<file path="config.mk">
export PLATFORM = sky130hd
export DESIGN_NAME = pdrs_fifo
export DESIGN_NICKNAME = d
export VERILOG_FILES = /design/src/rtl/pdrs_pkg.sv /design/src/rtl/pdrs_fifo.sv
export SDC_FILE = /design/constraint.sdc
export NUM_CORES = 1
export LEC_CHECK = 0
export ABC_AREA = 1
export BUFFER_PORTS_ARGS = -buffer_cell sky130_fd_sc_hd__buf_2
export CORE_MARGIN = 4
export CORE_UTILIZATION = 64
export CTS_BUF_LIST = sky130_fd_sc_hd__clkbuf_8
export DETAILED_ROUTE_END_ITERATION = 8
export PLACE_DENSITY = 0.82
export REMOVE_ABC_BUFFERS = 1
export SYNTH_ARGS = -nofsm -noshare
export SYNTH_HDL_FRONTEND = slang
export SYNTH_SLANG_ARGS = --single-unit
</file>
<file path="constraint.sdc">
create_clock -name clk_i -period 5.5 [get_ports clk_i]
set_input_delay 1.1 -clock clk_i [delete_from_list [all_inputs] [get_ports clk_i]]
set_output_delay 1.1 -clock clk_i [all_outputs]
set_load 0.02 [all_outputs]
</file>
<file path="src/rtl/pdrs_pkg.sv">
package pdrs_pkg;

  localparam int MW          = 50;
  localparam int KEY_W       = 18;
  localparam int IDX_W       = 10;
  localparam int DIG_W       = 9;
  localparam int BUCKETS     = 512;
  localparam int CFG_IDX_W   = 2;
  localparam int KEY_STAGES  = 10;
  localparam int FIFO_DEPTH  = 16;

  localparam logic [CFG_IDX_W-1:0] CFG_CAM_X = 2'd0;
  localparam logic [CFG_IDX_W-1:0] CFG_CAM_Y = 2'd1;
  localparam logic [CFG_IDX_W-1:0] CFG_CAM_Z = 2'd2;

  localparam logic CMD_ADD   = 1'b0;
  localparam logic CMD_FETCH = 1'b1;

  localparam logic [31:0] F_QNAN   = 32'h7fc0_0000;
  localparam logic [31:0] F_TWO    = 32'h4000_0000;
  localparam logic [31:0] KEY_BIAS = 32'h3f80_0000;

  // unrounded float: value = mant * 2^(exp - 127 - (MW-1)), or a ready special pattern
  typedef struct packed {
    logic               spec;
    logic [31:0]        spec_val;
    logic               sign;
    logic signed [11:0] exp;
    logic [MW-1:0]      mant;
  } fx_t;

  typedef struct packed {
    logic             cmd;
    logic [KEY_W-1:0] key;
  } item_t;

  typedef struct packed {
    logic [IDX_W-1:0] particle_index;
    logic [KEY_W-1:0] distance_key;
    logic             last_entry;
    logic             valid_res;
  } res_t;

  // align and add/subtract, exact up to a sticky bit
  function automatic fx_t fadd_pre(logic [31:0] a, logic [31:0] b, logic neg_b);
    fx_t           r;
    logic          sa, sb, ia, ib, na, nb, sbig, ssml, st;
    logic [30:0]   big, sml;
    logic [7:0]    e1, e2, dif;
    logic [MW-1:0] m1, m2, sh, sum;
    r    = '0;
    sa   = a[31];
    sb   = b[31] ^ neg_b;
    ia   = (a[30:23] == 8'hff);
    ib   = (b[30:23] == 8'hff);
    na   = ia && (a[22:0] != 23'd0);
    nb   = ib && (b[22:0] != 23'd0);
    big  = a[30:0];
    sml  = b[30:0];
    sbig = sa;
    ssml = sb;
    st   = 1'b0;
    sh   = '0;
    if (na || nb || (ia && ib && (sa != sb))) begin
      r.spec     = 1'b1;
      r.spec_val = F_QNAN;
    end else if (ia) begin
      r.spec     = 1'b1;
      r.spec_val = {sa, 8'hff, 23'd0};
    end else if (ib) begin
      r.spec     = 1'b1;
      r.spec_val = {sb, 8'hff, 23'd0};
    end else begin
      if (b[30:0] > a[30:0]) begin
        big  = b[30:0];
        sml  = a[30:0];
        sbig = sb;
        ssml = sa;
      end
      e1  = (big[30:23] == 8'd0) ? 8'd1 : big[30:23];
      e2  = (sml[30:23] == 8'd0) ? 8'd1 : sml[30:23];
      m1  = {1'b0, big[30:23] != 8'd0, big[22:0], 25'd0};
      m2  = {1'b0, sml[30:23] != 8'd0, sml[22:0], 25'd0};
      dif = e1 - e2;
      if (dif >= 8'(MW)) begin
        st = |m2;
      end else begin
        sh = m2 >> dif;
        st = |(m2 & ~({MW{1'b1}} << dif));
      end
      sh[0]  = sh[0] | st;
      sum    = (sbig == ssml) ? (m1 + sh) : (m1 - sh);
      r.sign = (sum == '0) ? (sbig & ssml) : sbig;
      r.exp  = $signed({4'd0, e1}) + 12'sd1;
      r.mant = sum;
    end
    return r;
  endfunction

  // exact square
  function automatic fx_t fmul_sq(logic [31:0] a);
    fx_t         r;
    logic [7:0]  e1;
    logic [23:0] m;
    logic [47:0] p;
    r  = '0;
    e1 = (a[30:23] == 8'd0) ? 8'd1 : a[30:23];
    m  = {a[30:23] != 8'd0, a[22:0]};
    p  = m * m;
    if (a[30:23] == 8'hff) begin
      r.spec     = 1'b1;
      r.spec_val = (a[22:0] != 23'd0) ? F_QNAN : {1'b0, 8'hff, 23'd0};
    end else begin
      r.exp  = $signed({3'd0, e1, 1'b0}) - 12'sd126;
      r.mant = {p, 2'b00};
    end
    return r;
  endfunction

  // normalize and round to nearest even
  function automatic logic [31:0] fround(fx_t x);
    logic [5:0]         lz, sh;
    logic [MW-1:0]      mn;
    logic signed [11:0] en;
    logic [11:0]        shw;
    logic               lost, g, st, up;
    logic [7:0]         ef;
    logic [30:0]        mag;
    logic [31:0]        res;
    lz = '0;
    for (int i = 0; i < MW; i++) begin
      if (x.mant[i]) lz = 6'(MW - 1 - i);
    end
    mn   = x.mant << lz;
    en   = x.exp - $signed({6'd0, lz});
    lost = 1'b0;
    ef   = en[7:0];
    if (x.spec) begin
      res = x.spec_val;
    end else if (x.mant == '0) begin
      res = {x.sign, 31'd0};
    end else if (en >= 12'sd255) begin
      res = {x.sign, 8'hff, 23'd0};
    end else begin
      if (en <= 12'sd0) begin
        shw  = 12'(12'sd1 - en);
        sh   = (shw > 12'(MW + 1)) ? 6'(MW + 1) : shw[5:0];
        lost = |(mn & ~({MW{1'b1}} << sh));
        mn   = mn >> sh;
        ef   = 8'd0;
      end
      g   = mn[MW-25];
      st  = (|mn[MW-26:0]) | lost;
      up  = g & (st | mn[MW-24]);
      mag = {ef, mn[MW-2:MW-24]} + 31'(up);
      res = {x.sign, mag};
    end
    return res;
  endfunction

  function automatic logic [KEY_W-1:0] make_key(logic [31:0] d);
    logic [31:0] k;
    k = d - KEY_BIAS;
    return (k[31:30] != 2'b00) ? {KEY_W{1'b1}} : k[29:12];
  endfunction

endpackage

</file>
<file path="src/rtl/pdrs_fifo.sv">
module pdrs_fifo import pdrs_pkg::*; (
  input  logic  clk_i,
  input  logic  rst_ni,
  input  logic  push_i,
  input  item_t item_i,
  input  logic  pop_i,
  output item_t item_o,
  output logic  empty_o
);

  localparam int PW = $clog2(FIFO_DEPTH);

  item_t         mem_q [FIFO_DEPTH];
  logic [PW-1:0] wp_q, rp_q;
  logic [PW:0]   cnt_q;

  always_ff @(posedge clk_i) begin
    if (push_i) begin
      mem_q[wp_q] <= item_i;
    end
  end

  always_ff @(posedge clk_i or negedge rst_ni) begin
    if (!rst_ni) begin
      wp_q  <= '0;
      rp_q  <= '0;
      cnt_q <= '0;
    end else begin
      if (push_i) wp_q <= wp_q + PW'(1);
      if (pop_i) rp_q <= rp_q + PW'(1);
      cnt_q <= cnt_q + (PW+1)'(push_i) - (PW+1)'(pop_i);
    end
  end

  assign item_o  = mem_q[rp_q];
  assign empty_o = (cnt_q == '0);

  a_no_overflow: assert property (@(posedge clk_i) disable iff (!rst_ni)
    push_i && !pop_i |-> cnt_q != (PW+1)'(FIFO_DEPTH))
    else $error("queue written while full");
  a_no_underflow: assert property (@(posedge clk_i) disable iff (!rst_ni)
    pop_i |-> !empty_o)
    else $error("queue read while empty");
  a_cnt_bound: assert property (@(posedge clk_i) disable iff (!rst_ni)
    cnt_q <= (PW+1)'(FIFO_DEPTH))
    else $error("queue count beyond depth");

endmodule

</file>
==> results of run 1 <==
## sequential cells by signal, indices dropped and copies added (netlist names)
name,cells
rp_q,4
wp_q,4
mem_q,304
cnt_q,5
## per-stage QoR
step	util	power, mW
after floorplan	-	4.928
after global placement	0.6733	5.719
after detailed placement	0.6733	5.830
after CTS	0.7164	7.667
after global routing	0.7164	8.115
final	0.7164	7.654
## routing by layer
metal / global-route usage / vias to the layer above
met3: 0.05400 / 91
met4: 0.09798 / 0
met1: 0.3596 / 4304
met2: 0.4382 / 511
met5: 0 / -
li1: - / 4335
## cell families (layout without fill, tap and decap cells)
| logic type | Yosys count | in the layout | synth area share |
|---|---|---|---|
| simple gates | 662 | 662 | 0.2018 |
| fa+ha+maj | 12 | 12 | 0.01145 |
| compound gates | 4 | 4 | 0.001454 |
| flops | 317 | 317 | 0.6868 |
| xor+xnor | 10 | 10 | 0.006363 |
| buf+inv | 307 | 397 | 0.09208 |
## cell type report
class | instances | area share
sequential | 317 | 0.6261
multi-input combinational | 688 | 0.2041
inverter | 243 | 0.06054
clock buffer | 51 | 0.04646
timing repair buffer | 67 | 0.02634
tap | 275 | 0.02277
clock inverter | 36 | 0.01375
## critical path: stages, from the launching register on
cell	delay [ns]
dfrtp_4	0.82
inv_4	0.86
buf_4	0.38
nand2_1	0.08
nand2_1	0.07
nand2_1	0.05
nand3_1	0.13
nand3_1	0.13
nand2_1	0.12
buf_2	0.17
## cell usage after synthesis
| cell | number |
|---|---|
| buf_6 | 8 |
| buf_2 | 32 |
| xnor2_1 | 1 |
| nor2_1 | 19 |
| nand2_1 | 411 |
| ha_1 | 11 |
| inv_2 | 2 |
| clkbuf_1 | 16 |
| a21oi_1 | 2 |
| nand4_1 | 2 |
| edfxtp_1 | 304 |
| dfrtp_1 | 13 |
| buf_1 | 4 |
| fa_1 | 1 |
| o21ai_0 | 2 |
| nand3_1 | 230 |
| buf_4 | 4 |
| inv_1 | 241 |
| xor2_1 | 9 |
## layout by cell type, fill, tap and decap left out, types with 3 or more instances in the layout
master	count
nor2_2	16
dfrtp_1	11
nand2_1	411
ha_1	11
xor2_1	9
buf_2	42
buf_4	25
nor2_1	3
nand3_1	230
clkinv_1	14
inv_1	250
clkbuf_8	51
edfxtp_1	304
clkinv_2	9
## power groups by stage
stage / Sequential, mW / Clock, mW / Combinational [mW]
after floorplan: 3.24 / 0 / 1.69
after global placement: 3.14 / 0 / 2.58
after detailed placement: 3.15 / 0 / 2.68
after CTS: 3.10 / 1.87 / 2.69
after global routing: 3.13 / 1.99 / 2.99
final: 3.11 / 1.85 / 2.70
## worst min path at each step
| stage | startpoint | endpoint | slack (ns) | depth (start not counted) |
|---|---|---|---|---|
| after global placement | wp_q[0] | wp_q[0] | 0.54 | 1 |
| after global routing | rst_ni | wp_q[0] | 0.42 | 1 |
| after CTS | rst_ni | rp_q[0] | 0.41 | 1 |
| after floorplan | wp_q[0] | wp_q[0] | 0.51 | 1 |
| final | rst_ni | cnt_q[4] | 0.42 | 1 |
| after detailed placement | wp_q[0] | wp_q[0] | 0.56 | 1 |
==> run metrics, run 1 <==
critical path class flop to primary output; worst setup margin between 0.9 and 1 ns; ant diodes 0; post-synthesis sequential area ratio 0.6868; clk_lat worst skew between 0.5 and 0.6 ns; filler instances 1,444; met3 routed WL between 3 and 4 mm; die span in x approximately 150 um; cell taking the most area after synthesis edfxtp_1; r2r startpoint wp_q[1]; DRC errors left 0; Iteration-0 DRC Markers about 1,200; TritonRoute pass-1 iters 5; period utilization 0.8183; CP Launch Type flop; DP HPWL approximately 17 mm; top sig layer met4; Max Clock Skew 0.02901 ns; Critical Path Sink item_o[14]; final wirelength approximately 31 mm; WL per Instance 18.72 um; clock buffer depth 3; placed cells between 1,500 and 2,000; CTS root buffer clkbuf_8; flop2flop setup slack 3.19 ns; area of the multi-input gates 3083 um2; Mapped Area about 14,000 um2; post-route cell area around 15,000 um2; layout cells sized above 1 0.1077; chip height 154.7 um; NumNets Final between 1,000 and 1,500; Power Internal 4.674 mW; achievable frequency about 220 MHz; vias per cell between 5 and 6; Placement Cell Area about 14,000 um2; pre-CTS WS approximately 1.6 ns; Area contributors post-synth edfxtp_1 66%, nand2_1 11%, nand3_1 8.4%; Worst Max-Slew Pin Slew 1.102 ns; #FFs+latches synth ~320; RSZ-0062 raised after global routing false; first-pass GRT wire length about 50 mm; Mapped Cells between 1,000 and 1,500; Worst Reg-to-Reg Cells 5; crit path DAT between 3 and 4 ns; Switching Fraction 0.3893; outcome completed; Final Setup Violations 0; Slew Viols, Final 0; IO Count between 40 and 50; path category of the worst min-delay check input port to asynchronous set/reset pin; Rel. slew slack 0.2646; post-route insts no fill roughly 1,700; PwrDens approximately 510 nW/um2; Fin Setup TNS 0 ns; FP Rows between 50 and 60; RePlAce Congestion roughly 0.8; Pleak roughly 6.6 nW; initial antenna violation count 0; clock sink count 317; syn avg cell area around 10 um2; Port Buffer Count 42; Post CTS Setup Buffer Count 0; worst-path fanout max just over 90; CORE AREA around 21,000 um2; Crit. Startpoint rp_q[0]; Crit Reg-Reg Endpoint mem_q[5][10]; crit path time final 4.501 ns; hold violation total from the final report 0; Area Overhead vs Synth 9.762%; Clock Pin Slew Worst Setup and Hold Paths about 0.070 ns; Reg power frac 0.406; worst vdd rail ir drop ~0.00053 V; max_cap viols 0; vias 9,241; required time of the critical path between 4 and 5 ns; Comb power frac 0.352; register area 9459 um2; Clock Power Share 0.242; Die Area between 20,000 and 25,000 um2; Met2 Wirelength ~15 mm; CTS Buf Count roughly 50; TritonCTS clock tree yes; CP Capture Type primary output; pin count of the biggest net entering global routing 92; hold slack final roughly 0.42 ns; hold_buf cts 0; CTS HTree Levels 2; WL met1 12.10 mm; Netlist cell types 19; vias in the first global route 9,437; Initial Util 0.6527; Syn. warnings 0; # resized after CTS 0; sw power ~3.0 mW; top cell type's share of synthesized area 0.6632; Global Route Usage Sum 0.2674; DRT antenna net count 0; total grt overflow 0
No activity file was read; power rests on OpenSTA's default activity.
==> run 2, diff against run 1 <==
- clock period: 5.5 -> 4.4 ns (I/O delays scaled with it)
==> run metrics, run 2 (synthesis results as in run 1) <==
outcome finished with violations; failing checks design-rule violations; Final Setup Violations 0 (unchanged); post-route cell area 15,120 um2 (about the same); Comb power frac 0.372 (+0.020); CTS Buf Count 49 (unchanged); Slew Viols, Final 0 (unchanged); Post CTS Setup Buffer Count 0 (unchanged); CP Capture Type primary output; pre-CTS WS 1.428 ns (-0.1706 ns); vias 9,276 (+0.38%); Clock Power Share 0.235 (-0.007); DP HPWL 17.30 mm (+0.76%); die span in x 154.7 um (unchanged); Port Buffer Count 42 (unchanged); crit path DAT 2.71 ns (-0.69 ns); critical path class flop to primary output; Worst Max-Slew Pin Slew 1.095 ns (-0.007216 ns); WL per Instance 18.86 um (+0.76%); first-pass GRT wire length 49.71 mm (about the same); most common cell after layout, fill and taps aside nand2_1; clock sink count 317 (unchanged); Global Route Usage Sum 0.2692 (+0.001787); # resized after CTS 0 (unchanged); ant diodes 0 (unchanged); max_cap viols 0 (unchanged); worst setup margin 0.8086 ns (-0.1907 ns); chip height 154.7 um (unchanged); pin count of the biggest net entering global routing 95 (+3.3%); required time of the critical path 3.52 ns (-0.88 ns); PwrDens 633.5 nW/um2 (+25%); most frequent cells in the layout 411 x nand2_1, 304 x edfxtp_1, 253 x inv_1; Max Clock Skew 0.01636 ns (-0.01265 ns); Iteration-0 DRC Markers 1,095 (-5.7%); DRT antenna net count 0 (unchanged); sw power 3.745 mW (+26%); max reg flops 304 (unchanged); Clock Pin Slew Worst Setup and Hold Paths 0.06 ns (about the same); total grt overflow 0 (unchanged); RePlAce Congestion 0.7913 (-2.1%); Reg power frac 0.393 (-0.013); Final Core Density 0.7169 (about the same); period utilization 0.8162; NumNets Final 1,402 (+0.071%); crit path time final between 3 and 4 ns; hold violation total from the final report 0 (unchanged); register name with the most flops mem_q; clock buffer depth 3 (unchanged); Power Internal 5.833 mW (+25%); CP Launch Type flop; FP Rows 53 (unchanged); RSZ-0062 raised after global routing false; Switching Fraction 0.3910 (+0.001679); Die Area 23,920 um2 (unchanged); DRC errors left 1 (+1); CORE AREA 21,090 um2 (unchanged); vias per cell 5.531 (+0.38%); IO Count 43 (unchanged); path category of the worst min-delay check input port to asynchronous set/reset pin; Placement Cell Area 14,230 um2 (+0.23%); CTS root buffer clkbuf_8; clk_lat worst skew 0.57 ns (-0.02 ns); worst-path fanout max 73 (-20%); Regs by FF count mem_q x304, cnt_q x5; Area Overhead vs Synth 9.835% (about the same); worst vdd rail ir drop 0.0005950 V (+11%); vias in the first global route 9,439 (+0.021%); Rel. slew slack 0.2694 (+0.004816); layout cells sized above 1 0.1056 (-0.002140); initial antenna violation count 0 (unchanged); hold_buf cts 0 (unchanged); Pleak 6.630 nW (+0.14%); final wirelength 31.63 mm (+0.76%); CTS HTree Levels 2 (unchanged); achievable frequency roughly 280 MHz; TritonCTS clock tree yes; TritonRoute pass-1 iters 8 (+3); Initial Util 0.6527 (unchanged)
-- run 2: changes by cell type in the layout (fill, tap and decap cells not counted), sizes merged --
| cell | previous run | this run |
|---|---|---|
| buf | 67 | 68 |
| clkbuf | 51 | 49 |
| clkinv | 24 | 20 |
| inv | 252 | 257 |
-- run 2: stage by stage --
stage / hold WS (ns) / instances / power, mW / TNS (ns)
floorplan: 0.5115 / 1248 / 6.160 / -30.31
global placement: 0.5378 / 1591 / 7.221 / 0
global route: 0.1967 / 1677 / 10.14 / 0
finish: 0.1955 / 1677 / 9.578 / 0
CTS: 0.1842 / 1677 / 9.582 / 0
detailed placement: 0.5507 / 1591 / 7.349 / 0
-- run 2: worst paths after layout --
check / to / depth (start not counted) / slack, ns / start
worst max-delay path: item_o[3] / 9 / 0.81 / rp_q[0]
worst min-delay path: wp_q[3] / 1 / 0.20 / rst_ni
worst max register to register: mem_q[6][5] / 5 / 2.30 / wp_q[0]
worst min register to register: wp_q[0] / 1 / 0.56 / wp_q[0]
max in group asynchronous: rp_q[0] / 1 / 3.94 / rst_ni
min in group clk_i: wp_q[0] / 1 / 0.56 / wp_q[0]
-- run 2: metal layers --
metal | up-vias | GRT usage | wire length [um]
met5 | - | 0 | 0
met4 | 0 | 0.1043 | 899
met3 | 81 | 0.05148 | 3324
met1 | 4334 | 0.3623 | 11890
li1 | 4336 | - | -
met2 | 525 | 0.4407 | 15510
-- run 2: power groups by stage --
| stage | registers [mW] | clock network [mW] | logic [mW] |
|---|---|---|---|
| floorplan | 4.05 | 0 | 2.11 |
| global placement | 3.81 | 0 | 3.41 |
| detailed placement | 3.82 | 0 | 3.53 |
| CTS | 3.76 | 2.27 | 3.55 |
| global route | 3.79 | 2.42 | 3.93 |
| finish | 3.76 | 2.25 | 3.57 |
-- run 2: final cells by class --
| cell class | count | area [um2] |
|---|---|---|
| clock buffers | 49 | 674.4 |
| clock inverters | 37 | 212.7 |
| fillers | 1405 | 5969 |
| inverters | 243 | 914.6 |
| multi-input cells | 688 | 3083 |
| flip-flops and latches | 317 | 9459 |
| well taps | 275 | 344.1 |
| repair buffers | 68 | 430.4 |
-- run 2: critical path, stage by stage (launching register included) --
cell and delay, ns:
dfrtp_4 0.49, inv_4 0.46, buf_12 0.37, nand2_1 0.13
nand2_1 0.08, nand2_1 0.05, nand3_1 0.10, nand3_1 0.09
nand2_1 0.13, buf_2 0.17
==> run 3, diff against run 2 <==
- CORE_UTILIZATION: 64 -> 58
- PLACE_DENSITY: 0.82 -> 0.78
- clock period: 4.4 -> 3.1 ns (I/O delays scaled with it)
==> run metrics, run 3 (synthesis results as in run 1) <==
outcome completed; Global Route Usage Sum 0.2334 (-0.03579); period utilization 0.9745; max incr delay on CP 0.45 ns (-0.04 ns); Area Overhead vs Synth 11.64%; Slew Viols, Final 0 (unchanged); max_cap viols 0 (unchanged); critical path class flop to primary output; crit path DAT 2.40 ns (-0.31 ns); CTS root buffer clkbuf_8; Final Core Density 0.6566 (-0.06032); RSZ-0062 raised after global routing false; flop2flop setup slack 1.07 ns (-1.23 ns); die span in x 162.1 um (+4.8%); final wirelength 30.23 mm (-4.4%); vias 9,252 (-0.26%); Rel. slew slack 0.4806 (+0.2112); Regs by FF count mem_q x304, cnt_q x5; CTS HTree Levels 2 (unchanged); total grt overflow 0 (unchanged); post-route insts no fill 1,738 (+3.6%); max reg flops 304 (unchanged); DRT antenna net count 0 (unchanged); Initial Util 0.5882 (-0.06456); required time of the critical path 2.48 ns (-1.04 ns); Clock Pin Slew Worst Setup and Hold Paths 0.07 ns (about the same); FP Rows 56 (+5.7%); Fin Setup TNS 0 ns (unchanged); Port Buffer Count 42 (unchanged); register name with the most flops mem_q; pin count of the biggest net entering global routing 156 (+64%); first-pass GRT wire length 47.58 mm (-4.3%); vias in the first global route 8,982 (-4.8%); CP max stage cell buf_12; CP Launch Type flop; IO Count 43 (unchanged); most frequent cells in the layout 411 x nand2_1, 304 x edfxtp_1, 253 x inv_1; DP HPWL 17.26 mm (-0.25%); crit path time final 3.021 ns; TritonCTS clock tree yes; CORE AREA 23,400 um2 (+11%); most frequent CP cell nand2_1; Worst Max-Slew Pin Slew 0.7790 ns (-0.3156 ns); path category of the worst min-delay check input port to flop; PwrDens 892.3 nW/um2 (+41%); # resized after CTS 0 (unchanged); initial antenna violation count 0 (unchanged); NumNets Final 1,417 (+1.1%); hold violation total from the final report 0 (unchanged); CP cell instances buf_12, nand2_1, nand2_1, nand2_1, nand3_1, nand3_1, nand2_1, buf_2; layout cells sized above 1 0.1184 (+0.01283); Pleak 6.746 nW (+1.7%); RePlAce Congestion 0.8215 (+3.8%); placed cells 1,649 (+3.6%); CP Capture Type primary output; Die Area 26,260 um2 (+9.8%); WL per Instance 17.39 um (-7.8%); Final Setup Violations 0 (unchanged); chip height 162.1 um (+4.8%); achievable frequency around 330 MHz; CTS Buf Count 49 (unchanged); worst-path fanout max 155 (+110%); clk_lat worst skew 0.57 ns (about the same); ant diodes 0 (unchanged); clock buffer depth 3 (unchanged); DRC errors left 0 (-1); Iteration-0 DRC Markers 1,185 (+8.2%); worst vdd rail ir drop 0.0008782 V (+48%); TritonRoute pass-1 iters 5 (-3); clock sink count 317 (unchanged); most common cell after layout, fill and taps aside nand2_1; vias per cell 5.323 (-3.8%); hold slack final 0.3549 ns (+0.1594 ns); Max Clock Skew 0.03043 ns (+0.01407 ns)
-- run 3: cell types whose count changed in the layout (fill, tap and decap cells not counted), sizes merged --
| cell | delta |
|---|---|
| clkinvlp | +1 |
| dlygate4sd3 | +1 |
| clkinv | +1 |
| buf | +14 |
| inv | -2 |
| clkbuf | +2 |
-- run 3: area by class of cell --
type                    count  area (um2)
flip-flops and latches    317        9459
fillers                  1738        8036
multi-input cells         688        3083
inverters                 243       914.6
clock buffers              51       701.9
repair buffers             83       595.6
well taps                 319       399.1
clock inverters            37       212.7
-- run 3: through the flow --
| step | setup slack [ns] | power, mW | area (um2) |
|---|---|---|---|
| 3_5_place_dp | 0.7574 | 10.50 | 14440 |
| 5_1_grt | 0.008291 | 14.54 | 15370 |
| 2_1_floorplan | -2.641 | 8.743 | 13410 |
| 6_report | 0.07913 | 13.71 | 15370 |
| 3_3_place_gp | 0.7992 | 10.36 | 14440 |
| 4_1_cts | 0.1059 | 13.75 | 15370 |
-- run 3: report_power, final --
group / switching, mW / internal [mW]
clock: 1.57 / 1.70
combinational: 3.54 / 1.55
sequential: 0.162 / 5.19
total: 5.27 / 8.44
-- run 3: repair_timing --
action	4_1_cts	5_1_grt
endpoints found under the hold margin	13	0
setup buffers	0	0
hold buffers	1	0
-- run 3: routing by layer --
metal	part of all wire	GRT usage
met4	0.024	0.08074
met1	0.41	0.3221
met3	0.095	0.04517
met5	0	0
met2	0.48	0.3777
-- run 3: critical path: cells and delay by family (launching register included) --
kind / cells / cell delay [ns]
buf+inv: 2 / 0.61
simple gates: 6 / 0.58
flops: 1 / 0.44
-- run 3: final timing paths --
kind / from / endpoint / depth (start not counted)
worst max-delay path: rp_q[0] / item_o[14] / 8
max in group asynchronous: rst_ni / rp_q[0] / 2
worst min-delay path: pop_i / rp_q[0] / 2
min in group asynchronous: rst_ni / rp_q[0] / 2
worst max register to register: wp_q[0] / mem_q[3][1] / 4
worst min register to register: wp_q[0] / wp_q[0] / 1
